<file path="config.mk">
export PLATFORM = sky130hd
export DESIGN_NAME = expiring_owner_table
export DESIGN_NICKNAME = d
export VERILOG_FILES = /design/src/eot_pkg.sv /design/src/eot_entry_ram.sv /design/src/expiring_owner_table.sv
export SDC_FILE = /design/constraint.sdc
export NUM_CORES = 2
export LEC_CHECK = 0
export BUFFER_PORTS_ARGS = -buffer_cell sky130_fd_sc_hd__buf_2
export CELL_PAD_IN_SITES_DETAIL_PLACEMENT = 0
export CELL_PAD_IN_SITES_GLOBAL_PLACEMENT = 1
export CORE_AREA = 2 2 396 398
export DETAILED_ROUTE_END_ITERATION = 7
export DIE_AREA = 0 0 398 400
export GPL_TIMING_DRIVEN = 0
export PLACE_DENSITY = 0.88
export SYNTH_ARGS = -nofsm -noshare
export SYNTH_HDL_FRONTEND = slang
export SYNTH_SLANG_ARGS = --single-unit
</file>
<file path="constraint.sdc">
create_clock -name clk_i -period 5.6 [get_ports clk_i]
set_clock_uncertainty 0.1 [all_clocks]
set_input_delay 0.56 -clock clk_i [delete_from_list [all_inputs] [get_ports clk_i]]
set_output_delay 0.56 -clock clk_i [all_outputs]
set_load 0.005 [all_outputs]
</file>
<file path="src/eot_pkg.sv">
package eot_pkg;

  // Default table depth
  localparam int unsigned TableSlotsDef = 32;

  // Field widths
  localparam int unsigned ModeW   = 2;
  localparam int unsigned TimeW   = 32;
  localparam int unsigned KeyW    = 12;
  localparam int unsigned LifeW   = 16;
  localparam int unsigned OwnerW  = 6;
  localparam int unsigned KindW   = 8;
  localparam int unsigned SlotOutW = 5;

  // Request codes
  localparam logic [ModeW-1:0] MODE_INSERT = 2'd0;
  localparam logic [ModeW-1:0] MODE_LOOKUP = 2'd1;
  localparam logic [ModeW-1:0] MODE_CLEAR  = 2'd2;

  // One stored entry
  typedef struct packed {
    logic [TimeW-1:0]  expiry;
    logic [KeyW-1:0]   key;
    logic [OwnerW-1:0] owner;
    logic [KindW-1:0]  kind;
  } eot_entry_t;

endpackage

</file>
<file path="src/eot_entry_ram.sv">
module eot_entry_ram #(
  parameter int unsigned DEPTH = eot_pkg::TableSlotsDef
) (
  input  logic                     clk_i,
  input  logic                     we_i,
  input  logic [$clog2(DEPTH)-1:0] waddr_i,
  input  eot_pkg::eot_entry_t      wdata_i,
  input  logic                     re_i,
  input  logic [$clog2(DEPTH)-1:0] raddr_i,
  output eot_pkg::eot_entry_t      rdata_o
);
  import eot_pkg::*;

  eot_entry_t mem_q [DEPTH];
  eot_entry_t rdata_q;

  // Write port
  always_ff @(posedge clk_i) begin
    if (we_i) begin
      mem_q[waddr_i] <= wdata_i;
    end
  end

  // Registered read port
  always_ff @(posedge clk_i) begin
    if (re_i) begin
      rdata_q <= mem_q[raddr_i];
    end
  end

  assign rdata_o = rdata_q;

endmodule

</file>
<file path="src/expiring_owner_table.sv">
// Expiring owner table. A request (insert, lookup or clear) is taken when start is high and
// busy is low; its one result appears on the result ports for a single cycle with done_o high
// and cannot be held off, so the receiver must take it in that cycle. Entry data lives in a
// single-port-read synchronous RAM that is walked one slot per cycle. An insert scans up to
// the first inactive or expired slot (slot 0 when none is), a lookup scans the slots below
// the high-water count; in every case the result strobe shows in the first
// cycle with busy low. Clear and unused codes never raise busy; their result comes the cycle
// after accept.
// Active bits sit in flip-flops and reset clears them at once, so no clearing pass is needed.
module expiring_owner_table #(
  parameter int unsigned TABLE_SLOTS = eot_pkg::TableSlotsDef
) (
  input  logic                          clk_i,
  input  logic                          rst_ni,
  input  logic                          start,
  output logic                          busy,
  input  logic [eot_pkg::ModeW-1:0]     mode_i,
  input  logic [eot_pkg::TimeW-1:0]     now_i,
  input  logic [eot_pkg::KeyW-1:0]      key_i,
  input  logic [eot_pkg::LifeW-1:0]     lifetime_i,
  input  logic [eot_pkg::OwnerW-1:0]    owner_i,
  input  logic [eot_pkg::KindW-1:0]     kind_i,
  output logic                          done_o,
  output logic                          found_o,
  output logic [eot_pkg::OwnerW-1:0]    found_owner_o,
  output logic [eot_pkg::KindW-1:0]     found_kind_o,
  output logic [eot_pkg::SlotOutW-1:0]  slot_o
);
  import eot_pkg::*;

  localparam int unsigned IdxW = $clog2(TABLE_SLOTS);
  localparam int unsigned CntW = $clog2(TABLE_SLOTS + 1);

  typedef enum logic [2:0] {
    ST_IDLE  = 3'b001,
    ST_SCAN  = 3'b010,
    ST_WRITE = 3'b100
  } state_e;

  // Control state
  state_e                 st_q, st_d;
  logic [TABLE_SLOTS-1:0] active_q, active_d;
  logic [CntW-1:0]        hw_q, hw_d;
  logic [CntW-1:0]        cnt_q, cnt_d;
  logic [CntW-1:0]        limit_q, limit_d;
  logic                   rd_vld_q, rd_vld_d;
  logic                   done_q, done_d;
  logic                   found_q, found_d;

  // Request and scan payload
  logic [ModeW-1:0]    mode_q, mode_d;
  logic [TimeW-1:0]    now_q, now_d;
  eot_entry_t          new_q, new_d;
  logic [IdxW-1:0]     rd_idx_q, rd_idx_d;
  logic [IdxW-1:0]     sel_q, sel_d;
  logic                lk_found_q, lk_found_d;
  logic [OwnerW-1:0]   lk_owner_q, lk_owner_d;
  logic [KindW-1:0]    lk_kind_q, lk_kind_d;
  logic [TimeW-1:0]    best_q, best_d;
  logic [OwnerW-1:0]   owner_q, owner_d;
  logic [KindW-1:0]    kind_q, kind_d;
  logic [SlotOutW-1:0] slot_q, slot_d;

  // RAM side
  logic            ram_we;
  logic            ram_re;
  logic [IdxW-1:0] ram_raddr;
  eot_entry_t      ram_rdata;

  logic            accept;
  logic [TimeW:0]  sum;
  logic            last;
  logic            ev;
  logic            ev_act;
  logic            ev_exp;

  assign accept = start && !busy;
  assign busy   = (st_q != ST_IDLE);

  // Saturating expiry for an insert
  assign sum = {1'b0, now_i} + (TimeW + 1)'(lifetime_i);

  // Scan bookkeeping
  assign last      = (cnt_q == limit_q);
  assign ram_re    = (st_q == ST_SCAN) && !last;
  assign ram_raddr = cnt_q[IdxW-1:0];
  assign ev        = (st_q == ST_SCAN) && rd_vld_q;
  assign ev_act    = active_q[rd_idx_q];
  assign ev_exp    = (ram_rdata.expiry <= now_q);
  assign ram_we    = (st_q == ST_WRITE);

  // Sequencer
  always_comb begin
    st_d       = st_q;
    active_d   = active_q;
    hw_d       = hw_q;
    cnt_d      = cnt_q;
    limit_d    = limit_q;
    rd_vld_d   = ram_re;
    rd_idx_d   = ram_raddr;
    done_d     = 1'b0;
    found_d    = 1'b0;
    owner_d    = '0;
    kind_d     = '0;
    slot_d     = '0;
    mode_d     = mode_q;
    now_d      = now_q;
    new_d      = new_q;
    sel_d      = sel_q;
    lk_found_d = lk_found_q;
    lk_owner_d = lk_owner_q;
    lk_kind_d  = lk_kind_q;
    best_d     = best_q;

    if (ram_re) begin
      cnt_d = cnt_q + CntW'(1);
    end

    case (st_q)
      ST_IDLE: begin
        if (accept) begin
          mode_d        = mode_i;
          now_d         = now_i;
          new_d.expiry  = sum[TimeW] ? '1 : sum[TimeW-1:0];
          new_d.key     = key_i;
          new_d.owner   = owner_i;
          new_d.kind    = kind_i;
          cnt_d         = '0;
          lk_found_d    = 1'b0;
          lk_owner_d    = '0;
          lk_kind_d     = '0;
          best_d        = '0;
          case (mode_i)
            MODE_INSERT: begin
              limit_d = CntW'(TABLE_SLOTS);
              st_d    = ST_SCAN;
            end
            MODE_LOOKUP: begin
              limit_d = hw_q;
              st_d    = ST_SCAN;
            end
            MODE_CLEAR: begin
              active_d = '0;
              hw_d     = '0;
              done_d   = 1'b1;
            end
            default: begin
              done_d = 1'b1;
            end
          endcase
        end
      end
      ST_SCAN: begin
        if (mode_q == MODE_INSERT) begin
          // First inactive or expired slot, else slot 0
          if (ev && (!ev_act || ev_exp)) begin
            sel_d = rd_idx_q;
            st_d  = ST_WRITE;
          end else if (last) begin
            sel_d = '0;
            st_d  = ST_WRITE;
          end
        end else begin
          // Age out expired entries, keep the latest-expiring match
          if (ev && ev_act) begin
            if (ev_exp) begin
              active_d[rd_idx_q] = 1'b0;
            end else if (ram_rdata.key == new_q.key) begin
              lk_found_d = 1'b1;
              if (ram_rdata.expiry > best_q) begin
                best_d     = ram_rdata.expiry;
                lk_owner_d = ram_rdata.owner;
                lk_kind_d  = ram_rdata.kind;
              end
            end
          end
          if (last) begin
            done_d  = 1'b1;
            found_d = lk_found_d;
            owner_d = lk_owner_d;
            kind_d  = lk_kind_d;
            st_d    = ST_IDLE;
          end
        end
      end
      ST_WRITE: begin
        active_d[sel_q] = 1'b1;
        if (CntW'(sel_q) >= hw_q) begin
          hw_d = CntW'(sel_q) + CntW'(1);
        end
        done_d = 1'b1;
        slot_d = SlotOutW'(sel_q);
        st_d   = ST_IDLE;
      end
      default: begin
        st_d = ST_IDLE;
      end
    endcase
  end

  // Control registers
  always_ff @(posedge clk_i or negedge rst_ni) begin
    if (!rst_ni) begin
      st_q     <= ST_IDLE;
      active_q <= '0;
      hw_q     <= '0;
      cnt_q    <= '0;
      limit_q  <= '0;
      rd_vld_q <= 1'b0;
      done_q   <= 1'b0;
      found_q  <= 1'b0;
    end else begin
      st_q     <= st_d;
      active_q <= active_d;
      hw_q     <= hw_d;
      cnt_q    <= cnt_d;
      limit_q  <= limit_d;
      rd_vld_q <= rd_vld_d;
      done_q   <= done_d;
      found_q  <= found_d;
    end
  end

  // Payload registers
  always_ff @(posedge clk_i) begin
    mode_q     <= mode_d;
    now_q      <= now_d;
    new_q      <= new_d;
    rd_idx_q   <= rd_idx_d;
    sel_q      <= sel_d;
    lk_found_q <= lk_found_d;
    lk_owner_q <= lk_owner_d;
    lk_kind_q  <= lk_kind_d;
    best_q     <= best_d;
    owner_q    <= owner_d;
    kind_q     <= kind_d;
    slot_q     <= slot_d;
  end

  eot_entry_ram #(
    .DEPTH(TABLE_SLOTS)
  ) u_ram (
    .clk_i   (clk_i),
    .we_i    (ram_we),
    .waddr_i (sel_q),
    .wdata_i (new_q),
    .re_i    (ram_re),
    .raddr_i (ram_raddr),
    .rdata_o (ram_rdata)
  );

  assign done_o        = done_q;
  assign found_o       = found_q;
  assign found_owner_o = owner_q;
  assign found_kind_o  = kind_q;
  assign slot_o        = slot_q;

`ifndef ASSERT_OFF
  // High-water count never passes the table depth
  a_hw_bound: assert property (@(posedge clk_i) disable iff (!rst_ni)
    hw_q <= CntW'(TABLE_SLOTS))
    else $error("high-water count beyond table depth");

  // Insert and lookup occupy the sequencer
  a_busy_after_scan_req: assert property (@(posedge clk_i) disable iff (!rst_ni)
    (accept && (mode_i == MODE_INSERT || mode_i == MODE_LOOKUP)) |=> busy)
    else $error("scan request did not raise busy");

  // The write cycle always produces the insert result next
  a_write_done: assert property (@(posedge clk_i) disable iff (!rst_ni)
    (st_q == ST_WRITE) |=> (done_o && !busy))
    else $error("insert write without result strobe");

  // Result strobe only while the sequencer is idle
  a_done_idle: assert property (@(posedge clk_i) disable iff (!rst_ni)
    done_o |-> (st_q == ST_IDLE))
    else $error("result strobe during scan");

  // Found is only shown with a strobe and never alongside an insert slot
  a_found_strobe: assert property (@(posedge clk_i) disable iff (!rst_ni)
    found_o |-> (done_o && (slot_o == '0)))
    else $error("found outside a lookup result");
`endif

endmodule
</file>
# Yosys cells after proc, flatten, opt, wreduce, memory -nomap -nowiden
# Memory sizes are Yosys's and may differ from the RTL's. A register that Yosys moved wholly into a read port is not among the register bits.
# Index checks and enable logic that the tools add are counted.
[totals]
register_bits = 224
mem_bits_rw = 1856
inputBits = 79
mem_count = 1
[mem_list]
columns = ["memory", "depth", "width", "read_ports", "rd_clocked_by_memory_dff", "write_ports", "line", "rtl"]
rows = [
  ["u_ram.mem_q", 32, 58, 1, 1, 1, "eot_entry_ram.sv:14", "eot_entry_t mem_q [DEPTH];"],
]
[op_classes]
n_addsub = 3
order_cmp = 7
n_eq_ne = 20
muxes = 66
bitwise_logic = 5
reduce_logical = 28
[op_table]
columns = ["operator", "count"]
rows = [
  ["32-bit two-way mux", 11],
  ["32-bit one-hot mux with 3 select lines", 1],
  ["6-bit two-way mux", 12],
  ["32-bit one-hot mux with 2 select lines", 1],
  ["8-bit two-way mux", 6],
  ["6-bit one-hot mux with 2 select lines", 3],
  ["32-bit by 16-bit adder with 33-bit output", 1],
  ["32-bit bitwise AND", 1],
  ["32-bit greater-than comparator", 1],
  ["32-bit less-or-equal comparator", 1],
  ["32-bit inverter", 1],
  ["32-bit bitwise OR", 1],
  ["3-bit two-way mux", 6],
  ["1-bit two-way mux", 17],
  ["8-bit one-hot mux with 2 select lines", 1],
  ["12-bit == test", 1],
  ["5-bit by 6-bit < comparator with 1-bit output (second input constant)", 2],
  ["1-bit demux with 5-bit select", 2],
  ["5-bit by 1-bit >= comparator with 1-bit output (second input constant)", 2],
  ["5-bit two-way mux", 2],
  ["2-bit by 1-bit inequality test with 1-bit output (second input constant)", 5],
  ["2-bit inequality test (second input constant)", 5],
  ["3-bit AND reduction", 3],
  ["4-bit AND reduction", 2],
  ["27 further kinds", 41],
]

# Longest topological paths before layout
[logic_depth]
word_depth = 10
depth_mapped = 11

# By module
# Synthesis repeated with hierarchy kept, for this count alone.
[unflattened]
hier_cells = 5084
hier_area_um2 = 85299.3
[modules_own_cells]
columns = ["module", "n_inst", "cells_per_inst", "area_per_inst_um2"]
rows = [
  ["eot_entry_ram", 1, 4055, 73778.3],
  ["expiring_owner_table", 1, 1029, 11521.0],
]

# Least setup slack after synthesis
# Ideal clock, no wire load.
[synth_path]
path_kind = "register to register"
start = "reg st_q[1]"
end = "reg active_q[31]"
setup_ns = 0.078
arrival_ns = 4.134
required_time_ns = 5.422
path_slack_ns = 1.288
stages_incl_launch_ff = 7
cell_sequence = "dfrtp_1 > nor2_1 > and2_1 > clkbuf_1 > nand2_1 > nor2_1 > o221a_1"
[synth_between]
elab_chain_len = 5
elab_cells_between_ends = 16
cone_classes = "eq/ne: 9; mux: 1; reduce/logical: 6"
[synth_lines]
columns = ["item", "line", "rtl"]
rows = [
  ["from (decl)", "expiring_owner_table.sv:41", "state_e st_q, st_d;"],
  ["from (signal assigned)", "expiring_owner_table.sv:213", "st_q <= st_d;"],
  ["3-bit by 2-bit == test with 1-bit output or 3-bit by 1-bit inequality test with 1-bit output (tied branches)", "expiring_owner_table.sv:87, expiring_owner_table.sv:119, expiring_owner_table.sv:78", ""],
  ["1-bit logical AND or 1-bit logical NOT (tied branches)", "expiring_owner_table.sv:87, expiring_owner_table.sv:77", ""],
  ["1-bit logical AND (on tied branches)", "expiring_owner_table.sv:165, expiring_owner_table.sv:77", ""],
  ["2-bit by 1-bit inequality test with 1-bit output (no line) or 2-bit inequality test (tied branches)", "-", ""],
  ["6-bit AND reduction (no line)", "-", ""],
  ["to (signal assigned)", "expiring_owner_table.sv:214", "active_q <= active_d;"],
  ["to (decl)", "expiring_owner_table.sv:42", "logic [TABLE_SLOTS-1:0] active_q, active_d;"],
]
# Several ways; a longest one is shown, not always the timed one.
# A chain may end at the register's enable or synchronous reset.

# Worst setup path in the final report
[layout_path]
start = "reg cnt_q[1]"
end = "reg u_ram.rdata_o[57] (netlist name)"
[layout_between]
elab_chain_len = 3
[layout_lines]
columns = ["item", "line", "rtl"]
rows = [
  ["from (decl)", "expiring_owner_table.sv:44", "logic [CntW-1:0] cnt_q, cnt_d;"],
  ["from (signal assigned)", "expiring_owner_table.sv:216", "cnt_q <= cnt_d;"],
  ["6-bit == test", "expiring_owner_table.sv:84", "assign last = (cnt_q == limit_q);"],
  ["1-bit logical NOT", "expiring_owner_table.sv:85", "assign ram_re = (st_q == ST_SCAN) && !last;"],
  ["1-bit logical AND", "expiring_owner_table.sv:85", ""],
]
# Several ways; a longest one is shown, not always the timed one.

==> metrics <==
Final Hold Slack=0.144 ns; largest area contributor in the netlist=edfxtp_1; initial core utilization=54.5%; Tot Pwr=33.8 mW; synthesized area=84600 um2; Cells on Worst Hold Path=4; CTS tree=built; CP Capture Type=register; Mean Syn Cell Area=18.0 um2; Die W=398 um; top-area cell type share of the netlist area=73.1%; initial antenna violation count=6; P_leak=30.1 nW; Clock transition at path regs=0.06 ns; Synth Flop Type=edfxtp_1; yosys warns=0; Async SR Flop Fraction=2.62%; clock tree sinks=2138; max cap viols=0; worst hold path type=in2reg; vias per cell=6.42; commonest non-fill, non-tap cell in the layout=edfxtp_1; reg-to-reg startpoint=cnt_q[1]; slew margin rel.=4.45%; status=completed; post-DP HPWL=143 mm; post-layout net count=5318; register area share after synthesis=75.3%; crit start category=register; die area=159000 um2; Reg2Reg Setup Slack=0.26 ns; gr ovfl total=0; Post-synth EDFFs=2058; Period Utilization, post-route=95.4%; Final Hold Vio Count=0; RSZ-0062 raised after global routing=no; peak supply drop=0.390 mV; Routability Congestion=0.847; Slew Limit Fails=0; routed wire length per instance=29.0 um; router iterations before antenna repair=8; syn nets=4872; clock latency on the worst-skew pair=0.86 ns; die height=400 um; share of cells above drive strength 1=17.4%; Post-CTS Setup Inserts=0; most frequent cells in the layout=2058 x edfxtp_1, 354 x mux2i_1, 300 x nand2_1, 270 x a21oi_1, 233 x mux4_2; Worst-Margin Slew=1.43 ns; largest net degree at the start of global routing=76; final WL=214 mm; # IOs=101; min Tclk post-route=5.34 ns; CP Data Arrival Time=5.66 ns; top cells by area, synth=edfxtp_1 73%, mux4_2 6.2%, mux2i_1 4.2%, o221ai_1 1.8%, dfrtp_1 1.6%; Root Driver=clkbuf_16; Setup TNS Final=0 ns; Highest Clock Rate=187 MHz; htree depth=4; #FFs+latches synth=2138; Worst Reg2Reg Path Length in Cells=10; worst hold path startpoint=lifetime_i[13]; fin util=62.4%; Setup WS pre-CTS=0.350 ns; WP data required=5.92 ns; global-route wire length before repair=310 mm; Starting DRT DRC Count=6763; PwrDens=349 nW/um2; Synth cell types=66; # DRC=0; Total GRT Usage=26.9%; routed vias=47427; vias in the first global route=46618; setup ws final=0.255 ns; Row Count=145; CTS resizes=0; port bufs=100; Area growth, synth to finish=14.4%; Max clock buf depth=3; area of the core=155000 um2; critical path type=reg2reg; CTS Hold Bufs=62; CP Max Fanout=10; Syn Inst Count=4702; Setup violations, final=0; Hold EP=new_q[39]; Routed Antenna Nets=0; RR Endpoint=u_ram.rdata_o[57]; total CTS buffers=202
-- synth_stat cells (20+ instances only) --
| cell type | instances |
|---|---|
| a21oi_1 | 270 |
| nand3_1 | 31 |
| nand4_1 | 39 |
| and2_1 | 40 |
| dfxtp_1 | 24 |
| nand2_1 | 300 |
| ha_1 | 90 |
| o221ai_1 | 175 |
| nor2_1 | 66 |
| xnor2_1 | 23 |
| mux2i_1 | 354 |
| inv_1 | 93 |
| dfrtp_1 | 55 |
| o21ai_0 | 218 |
| buf_2 | 51 |
| mux4_2 | 233 |
| o22ai_1 | 58 |
| edfxtp_1 | 2058 |
| o21ai_1 | 20 |
| buf_1 | 43 |
| clkbuf_1 | 144 |
| mux2_2 | 120 |
-- how the worst max path moves through the flow --
stage	startpoint	endpoint	slack (ns)	depth (start not counted)
3_3_place_gp	st_q[1]	active_q[2]	-2.56	6
2_1_floorplan	st_q[1]	active_q[31]	1.29	6
3_5_place_dp	cnt_q[1]	u_ram.rdata_o[57]	0.35	10
5_1_grt	u_ram.rdata_o[54]	best_q[6]	0.33	10
4_1_cts	cnt_q[1]	u_ram.rdata_o[57]	0.39	10
6_report	cnt_q[1]	u_ram.rdata_o[57]	0.26	10
-- worst max-delay path, cell delays in order (launching register included) --
cell      delay [ns]
dfrtp_1         0.50
nand2b_1        0.16
clkbuf_1        0.67
clkbuf_2        0.76
clkbuf_1        0.87
clkbuf_1        0.73
o221ai_1        0.33
o22ai_1         0.22
a21oi_1         0.06
nand2_1         0.11
o21ai_0         0.39
-- state kept, by name (all words and copies together), names as in the netlist, 3 cells and up --
register / cells
active_q: 32
best_q: 32
cnt_q: 6
found_kind_o: 8
found_owner_o: 6
hw_q: 6
limit_q: 6
lk_kind_q: 8
lk_owner_q: 6
new_q: 58
now_q: 32
rd_idx_q: 5
sel_q: 5
slot_o: 5
st_q: 3
u_ram.mem_q: 1856
u_ram.rdata_o: 58
-- layer usage --
metal  up-vias  track usage [%]  share of wire (%)
li1      19892                -                  -
met1     24067             35.9                 37
met2      2947             42.8                 48
met3       515             5.51                9.9
met4         6             12.8                5.2
met5         -                0              0.086
-- report_power, final --
group | leakage [nW] | switching (mW) | internal (mW)
clock | 3.15 | 5.97 | 7.48
combinational | 7.41 | 1.14 | 0.838
sequential | 19.6 | 0.417 | 17.9
total | 30.1 | 7.53 | 26.2
-- metrics by stage --
step	instance area, um2	instances
after floorplan	84600	4702
after global placement	87700	6860
after detailed placement	89600	6940
after CTS	96700	7378
after global routing	96700	7378
final	96700	7387
-- area by class of cell --
class	instances	area [um2]
buffer	242	1010
fill	10350	58400
inverter	94	358
sequential	2138	63700
clock inverter	130	1230
multi-input combinational	2228	19800
antenna	9	22.5
tap	2058	2570
timing repair buffer	242	2780
clock buffer	246	5270
-- cell families after synthesis --
| logic type | after synthesis | synth area share [%] |
|---|---|---|
| AOI/OAI and AO/OA | 828 | 6.11 |
| xor gates and xnor gates | 36 | 0.373 |
| adders and majority gates | 91 | 1.35 |
| buffers and inverters | 336 | 1.60 |
| DFF | 2138 | 75.3 |
| muxes | 714 | 12.2 |
| and+or+nand+nor | 559 | 3.07 |
(Power assumes the default switching activity.)
